$ cat src/mmt_pkg.sv
package mmt_pkg;

    // fixed widths of the channel fields
    localparam int MODE_W  = 2;
    localparam int FIELD_W = 32;
    localparam int TOTAL_W = 5;

    typedef enum logic [MODE_W-1:0] {
        MODE_INSERT     = 2'd0,
        MODE_REMOVE     = 2'd1,
        MODE_SEARCH     = 2'd2,
        MODE_PUT_ABSENT = 2'd3
    } mode_t;

    typedef enum logic [1:0] {
        ST_OK        = 2'd0,
        ST_NOT_FOUND = 2'd1,
        ST_FULL      = 2'd2,
        ST_PRESENT   = 2'd3
    } status_t;

    typedef struct packed {
        mode_t               mode;
        logic signed [31:0]  key;
        logic signed [31:0]  item_value;
    } req_t;

    typedef struct packed {
        status_t             status;
        logic                found;
        logic signed [31:0]  found_value;
        logic                last;
        logic [TOTAL_W-1:0]  entry_total;
        logic                is_empty;
    } rsp_t;

    // read pointer moves
    typedef enum logic [1:0] {
        ADDR_TOP  = 2'd0,
        ADDR_HOLD = 2'd1,
        ADDR_DOWN = 2'd2,
        ADDR_UP   = 2'd3
    } addr_sel_t;

    // what goes into the output register
    typedef enum logic [2:0] {
        EMIT_NONE       = 3'd0,
        EMIT_MATCH      = 3'd1,
        EMIT_MATCH_LAST = 3'd2,
        EMIT_MISS       = 3'd3,
        EMIT_STATUS     = 3'd4
    } emit_t;

    typedef struct packed {
        logic       in_ready;
        addr_sel_t  addr_sel;
        logic       put_wr;
        logic       shift_wr;
        logic       count_dec;
        logic       status_we;
        status_t    status_val;
        logic       pend_load;
        emit_t      emit;
    } dp_cmd_t;

    typedef struct packed {
        logic   in_valid;
        mode_t  in_mode;
        mode_t  op_mode;
        logic   count_zero;
        logic   key_eq;
        logic   pair_eq;
        logic   at_bottom;
        logic   at_top;
        logic   pend_valid;
        logic   out_free;
    } dp_stat_t;

endpackage

$ cat src/mmt_ctrl.sv
module mmt_ctrl (
    input  logic              clk,
    input  logic              rst_n,
    input  mmt_pkg::dp_stat_t stat,
    output mmt_pkg::dp_cmd_t  cmd
);
    import mmt_pkg::*;

    typedef enum logic [5:0] {
        S_IDLE   = 6'b000001,
        S_SCAN   = 6'b000010,
        S_SHIFT  = 6'b000100,
        S_PUT    = 6'b001000,
        S_FLUSH  = 6'b010000,
        S_RESULT = 6'b100000
    } state_t;

    state_t state_reg, state_next;
    logic   scan_done;
    logic   key_hit;
    logic   pair_hit;

    // the scan ends at the oldest entry, or at once on an empty table
    assign scan_done = stat.at_bottom || stat.count_zero;
    assign key_hit   = stat.key_eq && !stat.count_zero;
    assign pair_hit  = stat.pair_eq && !stat.count_zero;

    always_comb
    begin
        state_next     = state_reg;
        cmd.in_ready   = 1'b0;
        cmd.addr_sel   = ADDR_HOLD;
        cmd.put_wr     = 1'b0;
        cmd.shift_wr   = 1'b0;
        cmd.count_dec  = 1'b0;
        cmd.status_we  = 1'b0;
        cmd.status_val = ST_OK;
        cmd.pend_load  = 1'b0;
        cmd.emit       = EMIT_NONE;
        case (state_reg)
            // keep the newest entry on the read port while waiting
            S_IDLE:
            begin
                cmd.in_ready = 1'b1;
                cmd.addr_sel = ADDR_TOP;
                if (stat.in_valid)
                begin
                    state_next = (stat.in_mode == MODE_INSERT) ? S_PUT : S_SCAN;
                end
            end

            // walk from newest to oldest, one entry a cycle unless a search match must wait for the output register
            S_SCAN:
            begin
                cmd.addr_sel = ADDR_DOWN;
                case (stat.op_mode)
                    MODE_REMOVE:
                    begin
                        if (pair_hit && stat.at_top)
                        begin
                            cmd.addr_sel  = ADDR_HOLD;
                            cmd.count_dec = 1'b1;
                            cmd.status_we = 1'b1;
                            state_next    = S_RESULT;
                        end
                        else if (pair_hit)
                        begin
                            cmd.addr_sel = ADDR_UP;
                            state_next   = S_SHIFT;
                        end
                        else if (scan_done)
                        begin
                            cmd.addr_sel   = ADDR_HOLD;
                            cmd.status_we  = 1'b1;
                            cmd.status_val = ST_NOT_FOUND;
                            state_next     = S_RESULT;
                        end
                    end
                    MODE_PUT_ABSENT:
                    begin
                        if (pair_hit)
                        begin
                            cmd.addr_sel   = ADDR_HOLD;
                            cmd.status_we  = 1'b1;
                            cmd.status_val = ST_PRESENT;
                            state_next     = S_RESULT;
                        end
                        else if (scan_done)
                        begin
                            cmd.addr_sel = ADDR_HOLD;
                            state_next   = S_PUT;
                        end
                    end
                    MODE_SEARCH:
                    begin
                        if (key_hit && stat.pend_valid && !stat.out_free)
                        begin
                            // previous match cannot leave yet
                            cmd.addr_sel = ADDR_HOLD;
                        end
                        else
                        begin
                            if (key_hit)
                            begin
                                cmd.pend_load = 1'b1;
                                if (stat.pend_valid)
                                begin
                                    cmd.emit = EMIT_MATCH;
                                end
                            end
                            if (scan_done)
                            begin
                                cmd.addr_sel = ADDR_HOLD;
                                state_next   = S_FLUSH;
                            end
                        end
                    end
                    default:
                    begin
                        cmd.addr_sel = ADDR_HOLD;
                        state_next   = S_RESULT;
                    end
                endcase
            end

            // close the gap: copy each younger entry one place down
            S_SHIFT:
            begin
                cmd.shift_wr = 1'b1;
                if (stat.at_top)
                begin
                    cmd.count_dec = 1'b1;
                    cmd.status_we = 1'b1;
                    state_next    = S_RESULT;
                end
                else
                begin
                    cmd.addr_sel = ADDR_UP;
                end
            end

            S_PUT:
            begin
                cmd.put_wr = 1'b1;
                state_next = S_RESULT;
            end

            // oldest match, or the miss beat
            S_FLUSH:
            begin
                if (stat.out_free)
                begin
                    cmd.emit   = stat.pend_valid ? EMIT_MATCH_LAST : EMIT_MISS;
                    state_next = S_IDLE;
                end
            end

            S_RESULT:
            begin
                if (stat.out_free)
                begin
                    cmd.emit   = EMIT_STATUS;
                    state_next = S_IDLE;
                end
            end

            default:
            begin
                state_next = S_IDLE;
            end
        endcase
    end

    always_ff @(posedge clk or negedge rst_n)
    begin
        if (!rst_n)
        begin
            state_reg <= S_IDLE;
        end
        else
        begin
            state_reg <= state_next;
        end
    end

endmodule

$ cat config.mk
export PLATFORM = sky130hd
export DESIGN_NAME = mmt_ctrl
export DESIGN_NICKNAME = d
export VERILOG_FILES = /design/src/mmt_pkg.sv /design/src/mmt_ctrl.sv
export SDC_FILE = /design/constraint.sdc
export NUM_CORES = 1
export LEC_CHECK = 0
export BUFFER_PORTS_ARGS = -buffer_cell sky130_fd_sc_hd__buf_4
export CAP_MARGIN = 20
export CORE_AREA = 2 2 39 41
export CTS_CLUSTER_DIAMETER = 150
export DETAILED_ROUTE_END_ITERATION = 10
export DIE_AREA = 0 0 41 43
export PLACE_DENSITY = 0.77
export SETUP_SLACK_MARGIN = 0.02
export SKIP_LAST_GASP = 1
export SYNTH_ARGS = -nofsm -noshare
export SYNTH_HDL_FRONTEND = slang
export SYNTH_SLANG_ARGS = --single-unit
export TNS_END_PERCENT = 10
$ cat constraint.sdc
create_clock -name clk -period 5.4 [get_ports clk]
set_clock_uncertainty 0.1 [all_clocks]
set_input_delay 0.54 -clock clk [delete_from_list [all_inputs] [get_ports clk]]
set_output_delay 0.54 -clock clk [all_outputs]
set_load 0.01 [all_outputs]
==> summary.log <==
qor: die.die_width 41 um
qor: timing.final-hold-violation-count 0
qor: setup_path.cp_max_fo 9
qor: clock_tree.h-tree-depth 1
qor: layout.final_layout_size_suffix_gt1_share 35.2%
qor: timing.setup_viol_count_final 0
qor: min_path.hp-class in2reg
qor: clock_tree.numCtsBuffers 3
qor: synth.cell_area_after_synthesis 601 um2
qor: routing.count_of_antenna_violating_nets_left_after_detailed_routing 0
qor: synth.synth_edf_count 0
qor: synth.synth_area_leaders sky130_fd_sc_hd__dfrtp_1 21%, sky130_fd_sc_hd__o21ai_0 6.7%, sky130_fd_sc_hd__nand2b_1 5.2%, sky130_fd_sc_hd__dfstp_2 4.4%, sky130_fd_sc_hd__nor2_1 4.4%
qor: power.design_power_total 0.286 mW
qor: run.timing.max_cap.violations 0
qor: die.floorplan.die_area 0.00176 mm2
qor: layout.num_antenna_cells 0
qor: synth.syn_area_per_cell 7.90 um2
qor: global_route.grt-ovfl-total 0
qor: die.core 0.00138 mm2
qor: routing.route.layer.met1.wl 690 um
qor: synth.synth.mux.area_fraction 5.42%
qor: layout.fillerInstances 141
qor: synth.synth_seq_area_share 25.2%
qor: synth.synth_fa_ha_area_share 0%
qor: timing.slew_headroom 66.7%
qor: die.io-pin-count 27
qor: clock_tree.clock-root-buffer sky130_fd_sc_hd__clkbuf_4
qor: clock_tree.post_cts_buffers 0
qor: global_route.grt_pass1_wl 2.68 mm
qor: routing.routed-wl-met2 776 um
qor: timing.rsz_0062_raised_after_global_routing false
qor: setup_path.critPathArrivalTime 2.52 ns
qor: setup_path.critPathCaptureType output pin
qor: synth.dominantRegCellSynth sky130_fd_sc_hd__dfrtp_1
qor: synth.synth_largest_type_area_fraction 20.8%
qor: synth.ys_types 34
qor: setup_path.timing_worst_setup_path_type reg2out
qor: routing.detail_route.vias_per_cell 5.53
qor: timing.worst-slew-pin-transition 0.494 ns
qor: synth.synth_xor_xnor_area_share 1.46%
qor: power.p_leak 0.397 nW
qor: place.gp_congestion 0.862
qor: clock_tree.clock_path_buffers 2
qor: power.clock_power_share 16.9%
qor: setup_path.critPathMaxStageDelay 0.57 ns
qor: setup_path.timing.critical_path.from_type flop
qor: timing.layout_setup_ws 2.24 ns
qor: power.ir_drop 0.222 mV
qor: power.power_per_cell_area 338 mW/mm2
qor: timing.final_max_slew_viol_count 0
qor: power.power_frac_seq 27.2%
qor: global_route.global_route_usage_sum 22.0%
qor: synth.post-synth-top-area-cell sky130_fd_sc_hd__dfrtp_1
qor: power.p_sw_share 42.2%
qor: global_route.grt_antenna_before_repair 0
qor: timing.fin_crit_sh 58.6%
qor: clock_tree.clk_pin_slew_worst_paths 0.05 ns
qor: power.power_frac_comb 55.9%
qor: layout.largest_register_ff_count 6
qor: setup_path.cells_along_the_critical_path or4_4 > nor3b_4 > nand2_2 > or4b_4 > o2bb2ai_2 > buf_4
qor: clock_tree.tritoncts_num_sinks 6
qor: global_route.vias_in_the_first_global_route 641
qor: power.internal_power 0.165 mW
qor: die.rows 14
qor: timing.final_period_minus_worst_setup_slack 3.16 ns
qor: timing.timing.setup.tns 0 ns
qor: routing.route.vias.total 669
qor: routing.drc 0
qor: routing.dr.max_layer_used met4
qor: power.p_sw 0.121 mW
qor: clock_tree.worstSkewPairLatency 0.26 ns
qor: place.port_buffers 26
qor: routing.met3RoutedLength 121 um
qor: synth.mappedNetlistNets 90
qor: routing.dr.first_iter.drc_count 23
qor: routing.routed_wl 1.62 mm
qor: routing.wl_per_cell 13.4 um
qor: global_route.grt_start_max_net_pins 12
qor: setup_path.critical-path-slowest-cell sky130_fd_sc_hd__or4_4
qor: layout.nets 120
qor: layout.syn2layout_area_growth 40.6%
qor: layout.final_util 61.0%
qor: die.chipHeight 43 um
qor: die.initial_core_util 43.4%
qor: synth.synth_top_family_by_area simple AND/OR/NAND/NOR gates
qor: place.detailed_place_hpwl 1.25 mm
qor: routing.1st_pass_router_iterations 4
qor: synth.synth-simple-area-share 42.3%
qor: synth.synth_seq_cells 6
qor: synth.yosys_warnings 0
qor: setup_path.crit_required 4.76 ns
qor: synth.synth_compound_gate_area_share 21.9%
qor: timing.hold-worst-slack 0.357 ns
qor: run_status.run_status completed
qor: timing.max_freq 316 MHz
qor: synth.synth-async-reset-ratio 100%
qor: place.placement.setup.worst_slack 2.54 ns
qor: clock_tree.tritoncts_clock_tree built
qor: synth.synthesis.instances 76
==> final cells by class <==
type	instances	area, um2	share of cell area [%]
clock buffer	4	26.3	3.11
inverter	4	15.0	1.78
multi-input combinational	64	427	50.5
sequential	6	151	17.9
tap	16	20.0	2.37
timing repair buffer	27	205	24.3
==> layer usage <==
layer | GRT usage [%] | up-vias
li1 | - | 335
met1 | 27.2 | 303
met2 | 34.1 | 27
met3 | 7.85 | 4
met4 | 7.33 | 0
met5 | 0 | -
==> synthesized netlist by cell type, types with 2 or more instances <==
library cell / n
sky130_fd_sc_hd__a21oi_1: 5
sky130_fd_sc_hd__nor2_1: 7
sky130_fd_sc_hd__dfrtp_1: 5
sky130_fd_sc_hd__nand2b_1: 5
sky130_fd_sc_hd__clkbuf_1: 2
sky130_fd_sc_hd__nor3_1: 4
sky130_fd_sc_hd__or4_1: 2
sky130_fd_sc_hd__nor3b_1: 2
sky130_fd_sc_hd__inv_1: 4
sky130_fd_sc_hd__a31oi_1: 2
sky130_fd_sc_hd__nand2_1: 6
sky130_fd_sc_hd__o21ai_0: 8
sky130_fd_sc_hd__nand3b_1: 2
sky130_fd_sc_hd__nor2b_1: 2
==> power groups by stage <==
| stage | combinational [mW] | sequential, mW | clock [mW] |
|---|---|---|---|
| after CTS | 0.159 | 0.0772 | 0.0492 |
| after floorplan | 0.105 | 0.0733 | 0 |
| final | 0.160 | 0.0778 | 0.0483 |
| after global routing | 0.178 | 0.0797 | 0.0514 |
| after detailed placement | 0.156 | 0.0768 | 0 |
| after global placement | 0.154 | 0.0765 | 0 |
==> cells by family (layout without fill, tap and decap cells) <==
logic type,after synthesis,after routing
xor+xnor,1,1
flops,6,6
buf+inv,6,35
simple gates,40,40
compound gates,20,20
mux,3,3
==> through the flow <==
step                      instances  cell area (um2)
after floorplan                  76              601
after global placement          116              808
after detailed placement        116              808
after CTS                       121              845
after global routing            121              845
final                           121              845
==> worst paths after layout <==
path                               from           end  slack (ns)  depth (start not counted)
setup / recovery           state_reg[5]        cmd[0]        2.24                          6
setup reg to reg           state_reg[5]  state_reg[4]        3.02                          5
min in group asynchronous         rst_n  state_reg[5]        0.53                          2
hold reg to reg            state_reg[4]  state_reg[4]        0.51                          1
hold / removal                 stat[11]  state_reg[0]        0.36                          2
max in group asynchronous         rst_n  state_reg[0]        4.46                          2
==> cell usage in the layout (no fill, tap or decap), types with 3 or more instances in the layout <==
cell	n
sky130_fd_sc_hd__dfrtp_1	5
sky130_fd_sc_hd__buf_4	26
sky130_fd_sc_hd__nand2_1	6
sky130_fd_sc_hd__o21ai_0	8
sky130_fd_sc_hd__nor2_1	7
sky130_fd_sc_hd__a21oi_1	5
sky130_fd_sc_hd__nand2b_1	5
sky130_fd_sc_hd__inv_1	4
sky130_fd_sc_hd__nor3_1	4
sky130_fd_sc_hd__clkbuf_4	3
==> what timing repair did <==
action | in CTS | in global routing
gates resized for setup | 0 | 0
endpoints found under the hold margin | 5 | 0
hold buffers | 1 | 0
==> worst max-delay path: cells and delay by family (launching register included) <==
kind	cells	cell delay [ns]
AO/OA/AOI/OAI	1	0.13
AND/OR/NAND/NOR	4	1.58
flip-flops	1	0.42
buffers and inverters	1	0.13
No activity file was read; power rests on OpenSTA's default activity.
